<file path="src/nfha_pkg.sv">
// ----------------------------------------------------------------------------
// nfha_pkg
// Shared types and codes for the next-fit heap allocator.
// ----------------------------------------------------------------------------
package nfha_pkg;

   localparam logic OP_ALLOC = 1'b0;
   localparam logic OP_FREE  = 1'b1;

   localparam logic [2:0] ST_OK        = 3'd0;
   localparam logic [2:0] ST_ZERO_SIZE = 3'd1;
   localparam logic [2:0] ST_NO_SPACE  = 3'd2;
   localparam logic [2:0] ST_DOUBLE    = 3'd3;
   localparam logic [2:0] ST_UNKNOWN   = 3'd4;
   localparam logic [2:0] ST_FULL      = 3'd5;

   localparam logic [1:0] HDR_NONE = 2'd0;
   localparam logic [1:0] HDR_ADD  = 2'd1;
   localparam logic [1:0] HDR_SUB  = 2'd2;

   typedef struct packed {
      logic        op;
      logic [15:0] req_size;
      logic [15:0] req_address;
   } req_type;

   typedef struct packed {
      logic [15:0] grant_address;
      logic [2:0]  status;
      logic [15:0] free_bytes;
   } rsp_type;

   typedef struct packed {
      logic       sub_b;
      logic [1:0] hdr;
   } alu_ctrl_type;

endpackage

</file>
<file path="src/next_fit_heap_allocator_unit.sv">
// ----------------------------------------------------------------------------
// next_fit_heap_allocator_unit
// Next-fit allocator over one heap region with a ring of sections held in
// RAM; frees coalesce with free neighbors.
// ----------------------------------------------------------------------------
//  channel | direction | handshake             | payload
//  req     | in        | req_valid / req_ready | req_data (op, req_size, req_address)
//  rsp     | out       | rsp_valid / rsp_ready | rsp_data (grant_address, status, free_bytes)
//
//  Allocate: visits sections one by one from the root, up to the live
//  sections, then takes a section whole or splits it, or reports a full
//  table when a split is needed; a zero-size allocate answers the cycle
//  after its transfer.
//  Free: scans the sections for the address, checks it, then checks each
//  neighbor and merges it when free; one shared adder and one RAM read
//  port serialize these steps. After reset, S_INIT writes the first section.
//  A new transfer is taken only when the result slot is empty or draining.
// ----------------------------------------------------------------------------
module next_fit_heap_allocator_unit #(
   parameter int HEAP_BYTES   = 65536,
   parameter int HEADER_BYTES = 16,
   parameter int MAX_SECTIONS = 64
) (
   input  logic              clock,
   input  logic              reset,
   input  logic              req_valid,
   output logic              req_ready,
   input  nfha_pkg::req_type req_data,
   output logic              rsp_valid,
   input  logic              rsp_ready,
   output nfha_pkg::rsp_type rsp_data
);
   import nfha_pkg::*;

   localparam int SW = (($clog2(HEAP_BYTES) + 1) > 17) ? ($clog2(HEAP_BYTES) + 1) : 17;
   localparam int IW = $clog2(MAX_SECTIONS);
   localparam int CW = $clog2(MAX_SECTIONS + 1);
   localparam int RW = SW + 2;
   localparam logic [SW-1:0] HEAP_INIT = SW'(HEAP_BYTES - HEADER_BYTES);

   localparam logic [4:0] S_INIT    = 5'd0;
   localparam logic [4:0] S_IDLE    = 5'd1;
   localparam logic [4:0] S_A_SRCH  = 5'd2;
   localparam logic [4:0] S_A_FIT   = 5'd3;
   localparam logic [4:0] S_A_WHOLE = 5'd4;
   localparam logic [4:0] S_A_SPL1  = 5'd5;
   localparam logic [4:0] S_A_SPL2  = 5'd6;
   localparam logic [4:0] S_A_GRANT = 5'd7;
   localparam logic [4:0] S_F_SCAN  = 5'd8;
   localparam logic [4:0] S_F_CHK   = 5'd9;
   localparam logic [4:0] S_M_RC    = 5'd10;
   localparam logic [4:0] S_M_LC    = 5'd11;
   localparam logic [4:0] S_M_LO    = 5'd12;
   localparam logic [4:0] S_M_CMP   = 5'd13;
   localparam logic [4:0] S_M_MRG   = 5'd14;
   localparam logic [4:0] S_M_FH    = 5'd15;
   localparam logic [4:0] S_RT_LD   = 5'd16;
   localparam logic [4:0] S_RT_LNK  = 5'd17;

   logic [4:0]    state_ff, state_in;
   logic [IW-1:0] root_ff, root_in;
   logic [CW-1:0] used_ff, used_in;
   logic [SW-1:0] free_ff, free_in;
   logic [CW-1:0] cnt_ff, cnt_in;
   logic [IW-1:0] cur_ff, cur_in;
   logic          phase_ff, phase_in;
   logic [15:0]   req_size_ff, req_size_in;
   logic [15:0]   req_addr_ff, req_addr_in;
   logic [SW-1:0] c_st_ff, c_st_in;
   logic [SW-1:0] c_sz_ff, c_sz_in;
   logic          c_tk_ff, c_tk_in;
   logic [IW-1:0] c_nx_ff, c_nx_in;
   logic [IW-1:0] o_idx_ff, o_idx_in;
   logic [SW-1:0] o_st_ff, o_st_in;
   logic [SW-1:0] o_sz_ff, o_sz_in;
   logic          o_tk_ff, o_tk_in;
   logic [IW-1:0] o_nx_ff, o_nx_in;
   logic [SW-1:0] tmp_ff, tmp_in;
   logic [IW-1:0] l_idx_ff, l_idx_in;
   logic [SW-1:0] l_sz_ff, l_sz_in;
   logic [IW-1:0] r_idx_ff, r_idx_in;
   logic [SW-1:0] r_sz_ff, r_sz_in;
   logic [IW-1:0] r_nx_ff, r_nx_in;
   logic [IW-1:0] lst_nx_ff, lst_nx_in;
   logic [IW-1:0] lst_pv_ff, lst_pv_in;
   logic          rsp_valid_ff, rsp_valid_in;
   rsp_type       rsp_data_ff, rsp_data_in;

   logic [IW-1:0] rd_addr;
   logic [SW-1:0] rd_st, rd_sz;
   logic          rd_tk;
   logic [IW-1:0] rd_nx, rd_pv;

   logic          we_st, we_sz, we_tk, we_nx, we_pv;
   logic [IW-1:0] wa_st, wa_sz, wa_tk, wa_nx, wa_pv;
   logic [SW-1:0] wd_st, wd_sz;
   logic          wd_tk;
   logic [IW-1:0] wd_nx, wd_pv;

   alu_ctrl_type  alu_ctrl;
   logic [SW-1:0] alu_a, alu_b;
   logic [RW-1:0] alu_res;
   logic          alu_zero, alu_neg;

   logic [SW-1:0] req_ext, addr_ext;
   logic [CW-1:0] cnt_nx, last_w;
   logic [IW-1:0] last_idx, rem_idx;
   logic          accept;
   logic          fin;
   logic [2:0]    fin_status;
   logic [15:0]   fin_grant;

   assign req_ext   = {{(SW-16){1'b0}}, req_size_ff};
   assign addr_ext  = {{(SW-16){1'b0}}, req_addr_ff};
   assign cnt_nx    = cnt_ff + CW'(1);
   assign last_w    = used_ff - CW'(1);
   assign last_idx  = last_w[IW-1:0];
   assign rem_idx   = used_ff[IW-1:0];
   assign req_ready = (state_ff == S_IDLE) && (!rsp_valid_ff || rsp_ready);
   assign accept    = req_valid && req_ready;
   assign rsp_valid = rsp_valid_ff;
   assign rsp_data  = rsp_data_ff;

   nfha_ram #(.WIDTH(SW), .DEPTH(MAX_SECTIONS)) u_ram_st (
      .clock(clock), .wr_en(we_st), .wr_addr(wa_st), .wr_data(wd_st),
      .rd_addr(rd_addr), .rd_data(rd_st));
   nfha_ram #(.WIDTH(SW), .DEPTH(MAX_SECTIONS)) u_ram_sz (
      .clock(clock), .wr_en(we_sz), .wr_addr(wa_sz), .wr_data(wd_sz),
      .rd_addr(rd_addr), .rd_data(rd_sz));
   nfha_ram #(.WIDTH(1), .DEPTH(MAX_SECTIONS)) u_ram_tk (
      .clock(clock), .wr_en(we_tk), .wr_addr(wa_tk), .wr_data(wd_tk),
      .rd_addr(rd_addr), .rd_data(rd_tk));
   nfha_ram #(.WIDTH(IW), .DEPTH(MAX_SECTIONS)) u_ram_nx (
      .clock(clock), .wr_en(we_nx), .wr_addr(wa_nx), .wr_data(wd_nx),
      .rd_addr(rd_addr), .rd_data(rd_nx));
   nfha_ram #(.WIDTH(IW), .DEPTH(MAX_SECTIONS)) u_ram_pv (
      .clock(clock), .wr_en(we_pv), .wr_addr(wa_pv), .wr_data(wd_pv),
      .rd_addr(rd_addr), .rd_data(rd_pv));

   nfha_alu #(.SW(SW), .HEADER_BYTES(HEADER_BYTES)) u_alu (
      .ctrl(alu_ctrl), .a(alu_a), .b(alu_b),
      .res(alu_res), .zero(alu_zero), .neg(alu_neg));

   always_comb begin
      case (state_ff)
         S_IDLE:   rd_addr = (req_data.op == OP_FREE) ? '0 : root_ff;
         S_A_SRCH: rd_addr = rd_nx;
         S_F_SCAN: rd_addr = cnt_nx[IW-1:0];
         S_M_RC:   rd_addr = cur_ff;
         S_M_LC:   rd_addr = phase_ff ? rd_nx : rd_pv;
         S_M_FH:   rd_addr = last_idx;
         default:  rd_addr = '0;
      endcase
   end

   always_comb begin
      alu_ctrl = '{sub_b: 1'b0, hdr: HDR_NONE};
      alu_a    = '0;
      alu_b    = '0;
      case (state_ff)
         S_A_SRCH: begin
            alu_a = rd_sz; alu_b = req_ext; alu_ctrl.sub_b = 1'b1;
         end
         S_A_FIT: begin
            alu_a = c_sz_ff; alu_b = req_ext;
            alu_ctrl = '{sub_b: 1'b1, hdr: HDR_SUB};
         end
         S_A_WHOLE: begin
            alu_a = free_ff; alu_b = c_sz_ff; alu_ctrl.sub_b = 1'b1;
         end
         S_A_SPL1: begin
            alu_a = c_st_ff; alu_b = req_ext; alu_ctrl.hdr = HDR_ADD;
         end
         S_A_SPL2: begin
            alu_a = free_ff; alu_b = req_ext;
            alu_ctrl = '{sub_b: 1'b1, hdr: HDR_SUB};
         end
         S_A_GRANT: begin
            alu_a = c_st_ff; alu_ctrl.hdr = HDR_ADD;
         end
         S_F_SCAN: begin
            alu_a = rd_st; alu_b = addr_ext;
            alu_ctrl = '{sub_b: 1'b1, hdr: HDR_ADD};
         end
         S_F_CHK: begin
            alu_a = free_ff; alu_b = c_sz_ff;
         end
         S_M_LO: begin
            alu_a = phase_ff ? c_st_ff : rd_st;
            alu_b = phase_ff ? c_sz_ff : rd_sz;
            alu_ctrl.hdr = HDR_ADD;
         end
         S_M_CMP: begin
            alu_a = tmp_ff; alu_b = phase_ff ? o_st_ff : c_st_ff;
            alu_ctrl.sub_b = 1'b1;
         end
         S_M_MRG: begin
            alu_a = l_sz_ff; alu_b = r_sz_ff; alu_ctrl.hdr = HDR_ADD;
         end
         S_M_FH: begin
            alu_a = free_ff; alu_ctrl.hdr = HDR_ADD;
         end
         default: begin
            alu_a = '0;
         end
      endcase
   end

   always_comb begin
      state_in     = state_ff;
      root_in      = root_ff;
      used_in      = used_ff;
      free_in      = free_ff;
      cnt_in       = cnt_ff;
      cur_in       = cur_ff;
      phase_in     = phase_ff;
      req_size_in  = req_size_ff;
      req_addr_in  = req_addr_ff;
      c_st_in      = c_st_ff;
      c_sz_in      = c_sz_ff;
      c_tk_in      = c_tk_ff;
      c_nx_in      = c_nx_ff;
      o_idx_in     = o_idx_ff;
      o_st_in      = o_st_ff;
      o_sz_in      = o_sz_ff;
      o_tk_in      = o_tk_ff;
      o_nx_in      = o_nx_ff;
      tmp_in       = tmp_ff;
      l_idx_in     = l_idx_ff;
      l_sz_in      = l_sz_ff;
      r_idx_in     = r_idx_ff;
      r_sz_in      = r_sz_ff;
      r_nx_in      = r_nx_ff;
      lst_nx_in    = lst_nx_ff;
      lst_pv_in    = lst_pv_ff;
      rsp_valid_in = rsp_valid_ff;
      rsp_data_in  = rsp_data_ff;
      fin          = 1'b0;
      fin_status   = ST_OK;
      fin_grant    = '0;
      we_st = 1'b0; wa_st = '0; wd_st = '0;
      we_sz = 1'b0; wa_sz = '0; wd_sz = '0;
      we_tk = 1'b0; wa_tk = '0; wd_tk = 1'b0;
      we_nx = 1'b0; wa_nx = '0; wd_nx = '0;
      we_pv = 1'b0; wa_pv = '0; wd_pv = '0;

      if (rsp_valid_ff && rsp_ready) begin
         rsp_valid_in = 1'b0;
      end

      case (state_ff)
         S_INIT: begin
            we_st = 1'b1; we_sz = 1'b1; we_tk = 1'b1; we_nx = 1'b1; we_pv = 1'b1;
            wd_sz = HEAP_INIT;
            state_in = S_IDLE;
         end
         S_IDLE: begin
            if (accept) begin
               req_size_in = req_data.req_size;
               req_addr_in = req_data.req_address;
               cnt_in      = '0;
               cur_in      = root_ff;
               if (req_data.op == OP_FREE) begin
                  state_in = S_F_SCAN;
               end else if (req_data.req_size == '0) begin
                  fin = 1'b1; fin_status = ST_ZERO_SIZE;
               end else begin
                  state_in = S_A_SRCH;
               end
            end
         end
         S_A_SRCH: begin
            if (!rd_tk && !alu_neg) begin
               c_st_in  = rd_st;
               c_sz_in  = rd_sz;
               c_nx_in  = rd_nx;
               state_in = S_A_FIT;
            end else if (cnt_nx == used_ff) begin
               fin = 1'b1; fin_status = ST_NO_SPACE;
            end else begin
               cnt_in = cnt_nx;
               cur_in = rd_nx;
            end
         end
         S_A_FIT: begin
            if (alu_neg || alu_zero) begin
               state_in = S_A_WHOLE;
            end else if (used_ff >= CW'(MAX_SECTIONS)) begin
               fin = 1'b1; fin_status = ST_FULL;
            end else begin
               tmp_in   = alu_res[SW-1:0];
               state_in = S_A_SPL1;
            end
         end
         S_A_WHOLE: begin
            free_in = alu_res[SW-1:0];
            we_tk = 1'b1; wa_tk = cur_ff; wd_tk = 1'b1;
            root_in  = c_nx_ff;
            state_in = S_A_GRANT;
         end
         S_A_SPL1: begin
            we_st = 1'b1; wa_st = rem_idx; wd_st = alu_res[SW-1:0];
            we_sz = 1'b1; wa_sz = rem_idx; wd_sz = tmp_ff;
            we_tk = 1'b1; wa_tk = rem_idx; wd_tk = 1'b0;
            we_nx = 1'b1; wa_nx = rem_idx; wd_nx = c_nx_ff;
            we_pv = 1'b1; wa_pv = rem_idx; wd_pv = cur_ff;
            state_in = S_A_SPL2;
         end
         S_A_SPL2: begin
            we_pv = 1'b1; wa_pv = c_nx_ff; wd_pv = rem_idx;
            we_nx = 1'b1; wa_nx = cur_ff;  wd_nx = rem_idx;
            we_sz = 1'b1; wa_sz = cur_ff;  wd_sz = req_ext;
            we_tk = 1'b1; wa_tk = cur_ff;  wd_tk = 1'b1;
            free_in  = alu_res[SW-1:0];
            used_in  = used_ff + CW'(1);
            root_in  = rem_idx;
            state_in = S_A_GRANT;
         end
         S_A_GRANT: begin
            fin = 1'b1; fin_status = ST_OK; fin_grant = alu_res[15:0];
         end
         S_F_SCAN: begin
            if (alu_zero) begin
               cur_in   = cnt_ff[IW-1:0];
               c_sz_in  = rd_sz;
               c_tk_in  = rd_tk;
               state_in = S_F_CHK;
            end else if (cnt_nx == used_ff) begin
               fin = 1'b1; fin_status = ST_UNKNOWN;
            end else begin
               cnt_in = cnt_nx;
            end
         end
         S_F_CHK: begin
            if (!c_tk_ff) begin
               fin = 1'b1; fin_status = ST_DOUBLE;
            end else begin
               we_tk = 1'b1; wa_tk = cur_ff; wd_tk = 1'b0;
               free_in  = alu_res[SW-1:0];
               phase_in = 1'b0;
               state_in = S_M_RC;
            end
         end
         S_M_RC: begin
            state_in = S_M_LC;
         end
         S_M_LC: begin
            c_st_in  = rd_st;
            c_sz_in  = rd_sz;
            c_nx_in  = rd_nx;
            o_idx_in = phase_ff ? rd_nx : rd_pv;
            state_in = S_M_LO;
         end
         S_M_LO: begin
            o_st_in  = rd_st;
            o_sz_in  = rd_sz;
            o_tk_in  = rd_tk;
            o_nx_in  = rd_nx;
            tmp_in   = alu_res[SW-1:0];
            state_in = S_M_CMP;
         end
         S_M_CMP: begin
            if ((o_idx_ff != cur_ff) && !o_tk_ff && alu_zero) begin
               if (phase_ff) begin
                  l_idx_in = cur_ff;   l_sz_in = c_sz_ff;
                  r_idx_in = o_idx_ff; r_sz_in = o_sz_ff; r_nx_in = o_nx_ff;
               end else begin
                  l_idx_in = o_idx_ff; l_sz_in = o_sz_ff;
                  r_idx_in = cur_ff;   r_sz_in = c_sz_ff; r_nx_in = c_nx_ff;
               end
               state_in = S_M_MRG;
            end else if (!phase_ff) begin
               phase_in = 1'b1;
               state_in = S_M_RC;
            end else begin
               fin = 1'b1; fin_status = ST_OK;
            end
         end
         S_M_MRG: begin
            we_sz = 1'b1; wa_sz = l_idx_ff; wd_sz = alu_res[SW-1:0];
            we_nx = 1'b1; wa_nx = l_idx_ff; wd_nx = r_nx_ff;
            we_pv = 1'b1; wa_pv = r_nx_ff;  wd_pv = l_idx_ff;
            if (root_ff == r_idx_ff) begin
               root_in = l_idx_ff;
            end
            state_in = S_M_FH;
         end
         S_M_FH: begin
            free_in = alu_res[SW-1:0];
            if (r_idx_ff == last_idx) begin
               used_in = last_w;
               cur_in  = l_idx_ff;
               if (!phase_ff) begin
                  phase_in = 1'b1;
                  state_in = S_M_RC;
               end else begin
                  fin = 1'b1; fin_status = ST_OK;
               end
            end else begin
               state_in = S_RT_LD;
            end
         end
         S_RT_LD: begin
            we_st = 1'b1; wa_st = r_idx_ff; wd_st = rd_st;
            we_sz = 1'b1; wa_sz = r_idx_ff; wd_sz = rd_sz;
            we_tk = 1'b1; wa_tk = r_idx_ff; wd_tk = rd_tk;
            we_nx = 1'b1; wa_nx = r_idx_ff; wd_nx = rd_nx;
            we_pv = 1'b1; wa_pv = r_idx_ff; wd_pv = rd_pv;
            lst_nx_in = rd_nx;
            lst_pv_in = rd_pv;
            state_in  = S_RT_LNK;
         end
         S_RT_LNK: begin
            we_pv = 1'b1; wa_pv = lst_nx_ff; wd_pv = r_idx_ff;
            we_nx = 1'b1; wa_nx = lst_pv_ff; wd_nx = r_idx_ff;
            if (root_ff == last_idx) begin
               root_in = r_idx_ff;
            end
            cur_in  = (l_idx_ff == last_idx) ? r_idx_ff : l_idx_ff;
            used_in = last_w;
            if (!phase_ff) begin
               phase_in = 1'b1;
               state_in = S_M_RC;
            end else begin
               fin = 1'b1; fin_status = ST_OK;
            end
         end
         default: begin
            state_in = S_IDLE;
         end
      endcase

      if (fin) begin
         rsp_valid_in = 1'b1;
         rsp_data_in  = '{grant_address: fin_grant, status: fin_status,
                          free_bytes: free_in[15:0]};
         state_in     = S_IDLE;
      end
   end

   always_ff @(posedge clock) begin
      if (reset) begin
         state_ff     <= S_INIT;
         root_ff      <= '0;
         used_ff      <= CW'(1);
         free_ff      <= HEAP_INIT;
         cnt_ff       <= '0;
         cur_ff       <= '0;
         phase_ff     <= 1'b0;
         rsp_valid_ff <= 1'b0;
      end else begin
         state_ff     <= state_in;
         root_ff      <= root_in;
         used_ff      <= used_in;
         free_ff      <= free_in;
         cnt_ff       <= cnt_in;
         cur_ff       <= cur_in;
         phase_ff     <= phase_in;
         rsp_valid_ff <= rsp_valid_in;
      end
   end

   always_ff @(posedge clock) begin
      req_size_ff <= req_size_in;
      req_addr_ff <= req_addr_in;
      c_st_ff     <= c_st_in;
      c_sz_ff     <= c_sz_in;
      c_tk_ff     <= c_tk_in;
      c_nx_ff     <= c_nx_in;
      o_idx_ff    <= o_idx_in;
      o_st_ff     <= o_st_in;
      o_sz_ff     <= o_sz_in;
      o_tk_ff     <= o_tk_in;
      o_nx_ff     <= o_nx_in;
      tmp_ff      <= tmp_in;
      l_idx_ff    <= l_idx_in;
      l_sz_ff     <= l_sz_in;
      r_idx_ff    <= r_idx_in;
      r_sz_ff     <= r_sz_in;
      r_nx_ff     <= r_nx_in;
      lst_nx_ff   <= lst_nx_in;
      lst_pv_ff   <= lst_pv_in;
      rsp_data_ff <= rsp_data_in;
   end

endmodule

</file>
<file path="src/nfha_ram.sv">
// ----------------------------------------------------------------------------
// nfha_ram
// Generic single-write, single-read RAM with registered read data.
// ----------------------------------------------------------------------------
module nfha_ram #(
   parameter int WIDTH = 16,
   parameter int DEPTH = 64
) (
   input  logic                     clock,
   input  logic                     wr_en,
   input  logic [$clog2(DEPTH)-1:0] wr_addr,
   input  logic [WIDTH-1:0]         wr_data,
   input  logic [$clog2(DEPTH)-1:0] rd_addr,
   output logic [WIDTH-1:0]         rd_data
);

   logic [WIDTH-1:0] mem [DEPTH];

   always_ff @(posedge clock) begin
      if (wr_en) begin
         mem[wr_addr] <= wr_data;
      end
      rd_data <= mem[rd_addr];
   end

endmodule

</file>
<file path="src/nfha_alu.sv">
// ----------------------------------------------------------------------------
// nfha_alu
// Shared adder: a plus or minus b, plus or minus one header, with flags.
// ----------------------------------------------------------------------------
module nfha_alu #(
   parameter int SW           = 17,
   parameter int HEADER_BYTES = 16
) (
   input  nfha_pkg::alu_ctrl_type ctrl,
   input  logic [SW-1:0]          a,
   input  logic [SW-1:0]          b,
   output logic [SW+1:0]          res,
   output logic                   zero,
   output logic                   neg
);
   import nfha_pkg::*;

   localparam int RW = SW + 2;

   logic [RW-1:0] ax;
   logic [RW-1:0] bx;
   logic [RW-1:0] hx;

   always_comb begin
      ax = {2'b00, a};
      bx = ctrl.sub_b ? (~{2'b00, b} + RW'(1)) : {2'b00, b};
      case (ctrl.hdr)
         HDR_ADD: hx = RW'(HEADER_BYTES);
         HDR_SUB: hx = ~RW'(HEADER_BYTES) + RW'(1);
         default: hx = '0;
      endcase
      res  = ax + bx + hx;
      neg  = res[RW-1];
      zero = (res == '0);
   end

endmodule

</file>
<file path="config.mk">
export PLATFORM = sky130hd
export DESIGN_NAME = next_fit_heap_allocator_unit
export DESIGN_NICKNAME = d
export VERILOG_FILES = /design/src/nfha_pkg.sv /design/src/next_fit_heap_allocator_unit.sv /design/src/nfha_ram.sv /design/src/nfha_alu.sv
export SDC_FILE = /design/constraint.sdc
export NUM_CORES = 2
export LEC_CHECK = 0
export ABC_AREA = 1
export ABC_CLOCK_PERIOD_IN_PS = 8320
export BUFFER_PORTS_ARGS = -buffer_cell sky130_fd_sc_hd__clkbuf_2
export CORE_MARGIN = 2
export CORE_UTILIZATION = 30
export CTS_CLUSTER_DIAMETER = 40
export DETAILED_ROUTE_END_ITERATION = 12
export PLACE_DENSITY_LB_ADDON = 0.2
export SKIP_CTS_REPAIR_TIMING = 1
export SLEW_MARGIN = 20
export SYNTH_ARGS = -nofsm -noshare
export SYNTH_HDL_FRONTEND = slang
export SYNTH_HIERARCHICAL = 1
export SYNTH_SLANG_ARGS = --single-unit
</file>
<file path="constraint.sdc">
create_clock -name clock -period 8.32 [get_ports clock]
set_input_delay 1.664 -clock clock [delete_from_list [all_inputs] [get_ports clock]]
set_output_delay 1.664 -clock clock [all_outputs]
set_load 0.05 [all_outputs]
</file>
Word level (Yosys, flattened, before mapping)
Memories as Yosys holds them, arrays and structs flattened. A register that Yosys moved wholly into a read port is not among the register bits.
Index checks and enable logic that the tools add are counted.
{ "totals": {"ff_bits": 286, "ramBits": 3008, "in_bits": 37, "wordCells": 259, "mem_count": 5} }
{ "memory_table": {"columns": ["memory", "words", "width", "rd", "rd_ports_with_merged_regs", "wr", "line", "text"], "rows": [
  ["u_ram_st.mem", 64, 17, 1, 1, 1, "nfha_ram.sv:17", "logic [WIDTH-1:0] mem [DEPTH];"],
  ["u_ram_sz.mem", 64, 17, 1, 1, 1, "nfha_ram.sv:17", null],
  ["u_ram_nx.mem", 64, 6, 1, 1, 1, "nfha_ram.sv:17", null],
  ["u_ram_pv.mem", 64, 6, 1, 1, 1, "nfha_ram.sv:17", null],
  ["u_ram_tk.mem", 64, 1, 1, 1, 1, "nfha_ram.sv:17", null]
]} }
{ "classes": {"addsub": 6, "magnitude_cmp": 1, "eq_ne": 47, "n_mux": 113, "bitwise_logic": 2, "n_reduce_logical": 53} }
{ "op_table": {"columns": ["cell", "count"], "rows": [
  ["$mux W17", 11],
  ["$pmux W6 S5", 5],
  ["$pmux W17 S2", 4],
  ["$pmux W17 S8", 1],
  ["$pmux W17 S6", 1],
  ["$mux W6", 15],
  ["$pmux W17 S5", 1],
  ["$pmux W5 S16", 1],
  ["$pmux W6 S4", 3],
  ["$mux W5", 11],
  ["$pmux W17 S3", 1],
  ["$pmux W7 S3", 2],
  ["$eq A5 B4 Y1 const B", 8],
  ["$pmux W19 S2", 1],
  ["$pmux W6 S6", 1],
  ["$mux W7", 5],
  ["$mux W1", 34],
  ["$ne A2 B2 Y1 const B", 14],
  ["$eq A6 B6 Y1", 4],
  ["$pmux W6 S2", 2],
  ["$eq A5 B3 Y1 const B", 4],
  ["$add A17 B19 Y19", 1],
  ["$add A19 B1 Y19 const B", 1],
  ["$add A19 B19 Y19", 1],
  ["42 further kinds", 90]
]} }

Depth between registers and ports, before layout
{ "logic_depth": {"word_depth": 14, "depth_mapped": 46, "mapped_depth_nobuf": 43} }

By module
Netlist, hierarchy kept.
{ "modules_own_cells": {"columns": ["mod", "instances", "cells_each", "area_per_inst_um2"], "rows": [
  ["nfha_ram (u_ram_st ...)", 2, 3731, 44445.1],
  ["nfha_ram (u_ram_nx)", 1, 1393, 15942.8],
  ["nfha_ram (u_ram_pv)", 1, 1376, 15930.3],
  ["next_fit_heap_allocator_unit", 1, 1751, 14925.6],
  ["nfha_ram (u_ram_tk)", 1, 314, 3045.4],
  ["nfha_alu", 1, 371, 2104.5]
]} }

Worst setup path after synthesis
Ideal clock, no wire load.
{ "synth_path": {"path_kind": "reg2reg", "start": "register state_ff[4]", "end": "memory u_ram_st/mem[0][16] in the netlist's numbering, data pin", "setup_ns": 0.702, "t_arrival_ns": 6.717, "required_time_ns": 7.618, "setup_slack_ns": 0.901, "path_stages_with_launch": 28, "period_less_slack_ns": 7.419, "path_cell_list": "dfxtp_1 buf_4 inv_2 clkbuf_1 nand2_1 nor2_1 buf_2 a221oi_1 nand4_1 inv_1 ha_1 inv_1 nor2_1 nand2_1 o21ai_2 xor2_1 fa_1 inv_1 ha_1 nand2_1 inv_2 a21oi_2 inv_1 a21oi_1 nand3_1 nand2_2 inv_1 o21ai_0"} }
{ "synth_between": {"elab_chain_len": 9, "word_cells_on_any_way": 33} }
{ "synth_lines": {"columns": ["item", "line", "text"], "rows": [
  ["from (decl)", "next_fit_heap_allocator_unit.sv:60", "logic [4:0] state_ff, state_in;"],
  ["from (signal assigned)", "next_fit_heap_allocator_unit.sv:452", "state_ff <= state_in;"],
  ["$eq A5 B2 Y1 (tied with other cells)", "next_fit_heap_allocator_unit.sv:160", "case (state_ff)"],
  ["$reduce_or A4 Y1 (no line) or $reduce_or A2 Y1 (tied branches)", null, null],
  ["$pmux W17 S6 *", "next_fit_heap_allocator_unit.sv:160", null],
  ["via alu_b[0]", "next_fit_heap_allocator_unit.sv:101", "logic [SW-1:0] alu_a, alu_b;"],
  ["$not A17 Y19", "nfha_alu.sv:26", "bx = ctrl.sub_b ? (~{2'b00, b} + RW'(1)) : {2'b00, b};"],
  ["$add A19 B1 Y19", "nfha_alu.sv:26", null],
  ["$mux W19 *", "nfha_alu.sv:26", null],
  ["$add A17 B19 Y19 *", "nfha_alu.sv:32", "res = ax + bx + hx;"],
  ["$add A19 B19 Y19 *", "nfha_alu.sv:32", null],
  ["via alu_res[16]", "next_fit_heap_allocator_unit.sv:102", "logic [RW-1:0] alu_res;"],
  ["$pmux W17 S2 *", "next_fit_heap_allocator_unit.sv:251", "case (state_ff)"],
  ["via wd_st[16]", "next_fit_heap_allocator_unit.sv:96", "logic [SW-1:0] wd_st, wd_sz;"],
  ["to (decl)", "nfha_ram.sv:17", null]
]} }
Mark *: on every way through the listed nets, which the timed path passes. The rest lies on a longest branch.

Worst setup path in the final report
{ "layout_path": {"start": "register state_ff[4]", "end": "register tmp_ff[4] (enable)"} }
{ "layout_between": {"elab_chain_len": 12, "word_cells_on_any_way": 37} }
{ "layout_lines": {"columns": ["item", "line", "text"], "rows": [
  ["$eq A5 B2 Y1 (tied with other cells)", "next_fit_heap_allocator_unit.sv:160", null],
  ["$reduce_or A4 Y1 (no line) or $reduce_or A2 Y1 (tied branches)", null, null],
  ["$pmux W17 S6 *", "next_fit_heap_allocator_unit.sv:160", null],
  ["via alu_b[3]", "next_fit_heap_allocator_unit.sv:101", null],
  ["$not A17 Y19", "nfha_alu.sv:26", null],
  ["$add A19 B1 Y19", "nfha_alu.sv:26", null],
  ["$mux W19 *", "nfha_alu.sv:26", null],
  ["$add A17 B19 Y19 *", "nfha_alu.sv:32", null],
  ["$add A19 B19 Y19 *", "nfha_alu.sv:32", null],
  ["via alu_res[16]", "next_fit_heap_allocator_unit.sv:102", null],
  ["$logic_not A19 Y1 *", "nfha_alu.sv:34", "zero = (res == '0);"],
  ["via alu_zero", "next_fit_heap_allocator_unit.sv:103", "logic alu_zero, alu_neg;"],
  ["$logic_or A1 B1 Y1 *", "next_fit_heap_allocator_unit.sv:286", "if (alu_neg || alu_zero) begin"],
  ["$ne A2 B2 Y1 (no line) *", null, null],
  ["$reduce_and A3 Y1 (no line) *", null, null],
  ["to (signal assigned)", "next_fit_heap_allocator_unit.sv:475", "tmp_ff <= tmp_in;"],
  ["to (decl)", "next_fit_heap_allocator_unit.sv:78", "logic [SW-1:0] tmp_ff, tmp_in;"]
]} }
Marks and branches as above.
A chain may end at the register's enable or synchronous reset.

==> flow_metrics.py <==
metrics = {
    "status": {
        "status": "complete, no violations",
    },
    "cells_and_area": {
        "fin_cells": 19400,
        "layout-drive-gt1-share": 0.107,
        "area_delta_synth_final_pct": 17.4,
        "final_net_count": 12900,
        "final_util": 0.354,
    },
    "clocking": {
        "clk_pin_slew_ns": 0.06,
        "cts_buffers": 477,
        "clk_latency_ns": 1.05,
        "ctsHtreeMaxLevel": 5,
        "cts.sinks": 3341,
        "cts_buffer_depth": 4,
        "cts_root_buf": "clkbuf_16",
        "cts_tree": "yes",
    },
    "sta": {
        "max_freq_mhz": 138,
        "finalSetupViolations": 0,
        "maxSlewHeadroom": 0.176,
        "finalHoldViolCount": 0,
        "fin_setup_tns_ns": 0,
        "skew_ns": 0.119,
        "final_max_slew_viol_count": 0,
        "tightest_slew_ns": 1.24,
        "fin_crit_sh": 0.871,
        "period_minus_slack_ns": 7.25,
        "rsz0062_at_grt": "no",
    },
    "floorplanning": {
        "rows": 251,
        "ioPinCount": 74,
        "start_util": 0.301,
        "die_y_um": 689,
        "core_sq_um": 467000,
        "fp.dieArea_sq_um": 475000,
        "die_w_um": 689,
    },
    "setup_path": {
        "critical_path.max_fanout": 16,
        "startpoint_type": "register",
        "r2r_slack_ns": 1.07,
        "required_ns": 9.00,
        "arrival_ns": 7.93,
        "path_class": "register to register",
        "endpoint_kind": "register",
        "cpPeakStageDelay_ns": 0.90,
        "worst_path_max_delay_cell": "o21ai_1",
    },
    "global_route": {
        "antenna_found_initial": 18,
        "grt_pass1_wl_mm": 663,
        "first_global_vias": 91100,
        "grt_usage": 0.189,
        "grt_max_degree": 178,
        "grt_overflow": 0,
        "busiest_layer": "met2",
        "use_met2": 0.303,
        "gr-usage-met1": 0.261,
        "use_met3": 0.0282,
    },
    "place": {
        "placedCellCount": 18500,
        "gp_congestion": 0.937,
        "dp_hpwl_mm": 272,
        "port-buffer-count": 73,
    },
    "routing": {
        "drc": 0,
        "drt-wirelength-per-cell_um": 23.8,
        "dr.first_iter.drc_count": 8725,
        "vias": 95900,
        "vias_per_cell": 4.94,
        "drtAntennaViolNets": 0,
        "drt-pass1-iter-count": 7,
        "drt-total-wl_mm": 462,
    },
    "flow_run": {
        "drv_cap": 0,
    },
    "synth": {
        "syn_inst": 12700,
        "netlist_area_sq_um": 141000,
        "syn_nets": 12700,
        "ys_warn_count": 6,
        "avgSynthCellArea_sq_um": 11.1,
    },
    "power_and_ir_drop": {
        "leakagePower_uw": 0.0618,
        "vdd_ir_drop_max_mv": 0.258,
        "power_density_nw_per_um2": 325,
        "p_total_uw": 53700,
    },
    "hold_path": {
        "hp-class": "register to register",
    },
}
[critical path, delay by kind of cell (launching register included)]
kind	cells	cell delay, ns
buffers and inverters	4	0.70
flip-flops	1	0.51
XOR/XNOR	1	0.19
AO/OA/AOI/OAI	6	2.01
AND/OR/NAND/NOR	18	2.64
adder cells (fa/ha/maj)	2	0.87
[sequential cells by signal, summed over array words and instances (netlist names), 17 cells and up]
register / flops
o_sz_ff: 17
u_ram_nx/mem: 384
u_ram_st/rd_data: 17
u_ram_sz/mem: 1088
rsp_data: 35
o_st_ff: 17
c_sz_ff: 17
r_sz_ff: 17
u_ram_st/mem: 1088
u_ram_tk/mem: 64
c_st_ff: 17
l_sz_ff: 17
u_ram_pv/mem: 384
u_ram_sz/rd_data: 17
free_ff: 17
tmp_ff: 17
[final cells by class]
cell class | count | area, sq um
inverter | 411 | 1630
fill | 46300 | 302000
clock buffer | 545 | 12300
tap | 6198 | 7750
sequential | 3341 | 99400
clock inverter | 351 | 3890
antenna | 6 | 15.0
timing repair buffer | 387 | 3200
multi-input combinational | 8180 | 37200
[report_power, final]
group	switching, uW	leakage [uW]	internal, uW	total, uW
Clock	7930	0.00782	12500	20400
Sequential	572	0.0351	19900	20500
Combinational	10000	0.0188	2730	12800
[metrics by stage]
stage / instance area, sq um / setup WS, ns / hold slack (ns)
global placement: 149000 / 1.22 / 0.451
detailed placement: 149000 / 1.20 / 0.460
floorplan: 141000 / 0.901 / 0.425
finish: 165000 / 1.07 / 0.459
CTS: 165000 / 1.18 / 0.473
global route: 165000 / 0.594 / 0.462
[cell usage in the layout, fill, tap and decap left out, drive strengths merged, types with 97 or more instances in the layout]
master	count
edfxtp	3244
buf	314
nand3	2656
inv	468
clkinv	190
o21ai	159
nor2	492
dfxtp	97
nand2	4426
clkbuf	618
[final timing paths]
| kind | from | endpoint | cells after the start |
|---|---|---|---|
| worst min register to register | u_ram_sz/rd_data[16] | c_sz_ff[16] | 0 |
| worst max register to register | state_ff[4] | tmp_ff[4] | 31 |
| worst max-delay path | state_ff[4] | tmp_ff[4] | 31 |
| worst min-delay path | u_ram_sz/rd_data[16] | c_sz_ff[16] | 0 |
[routing by layer]
metal / wire (um) / vias up / share of wire
met3: 26000 / 733 / 0.056
met4: 16900 / 2 / 0.037
met1: 205000 / 47600 / 0.44
met2: 214000 / 2861 / 0.46
li1: - / 44600 / -
met5: 7 / - / 0.000015
Power figures use the tool's default switching activity.
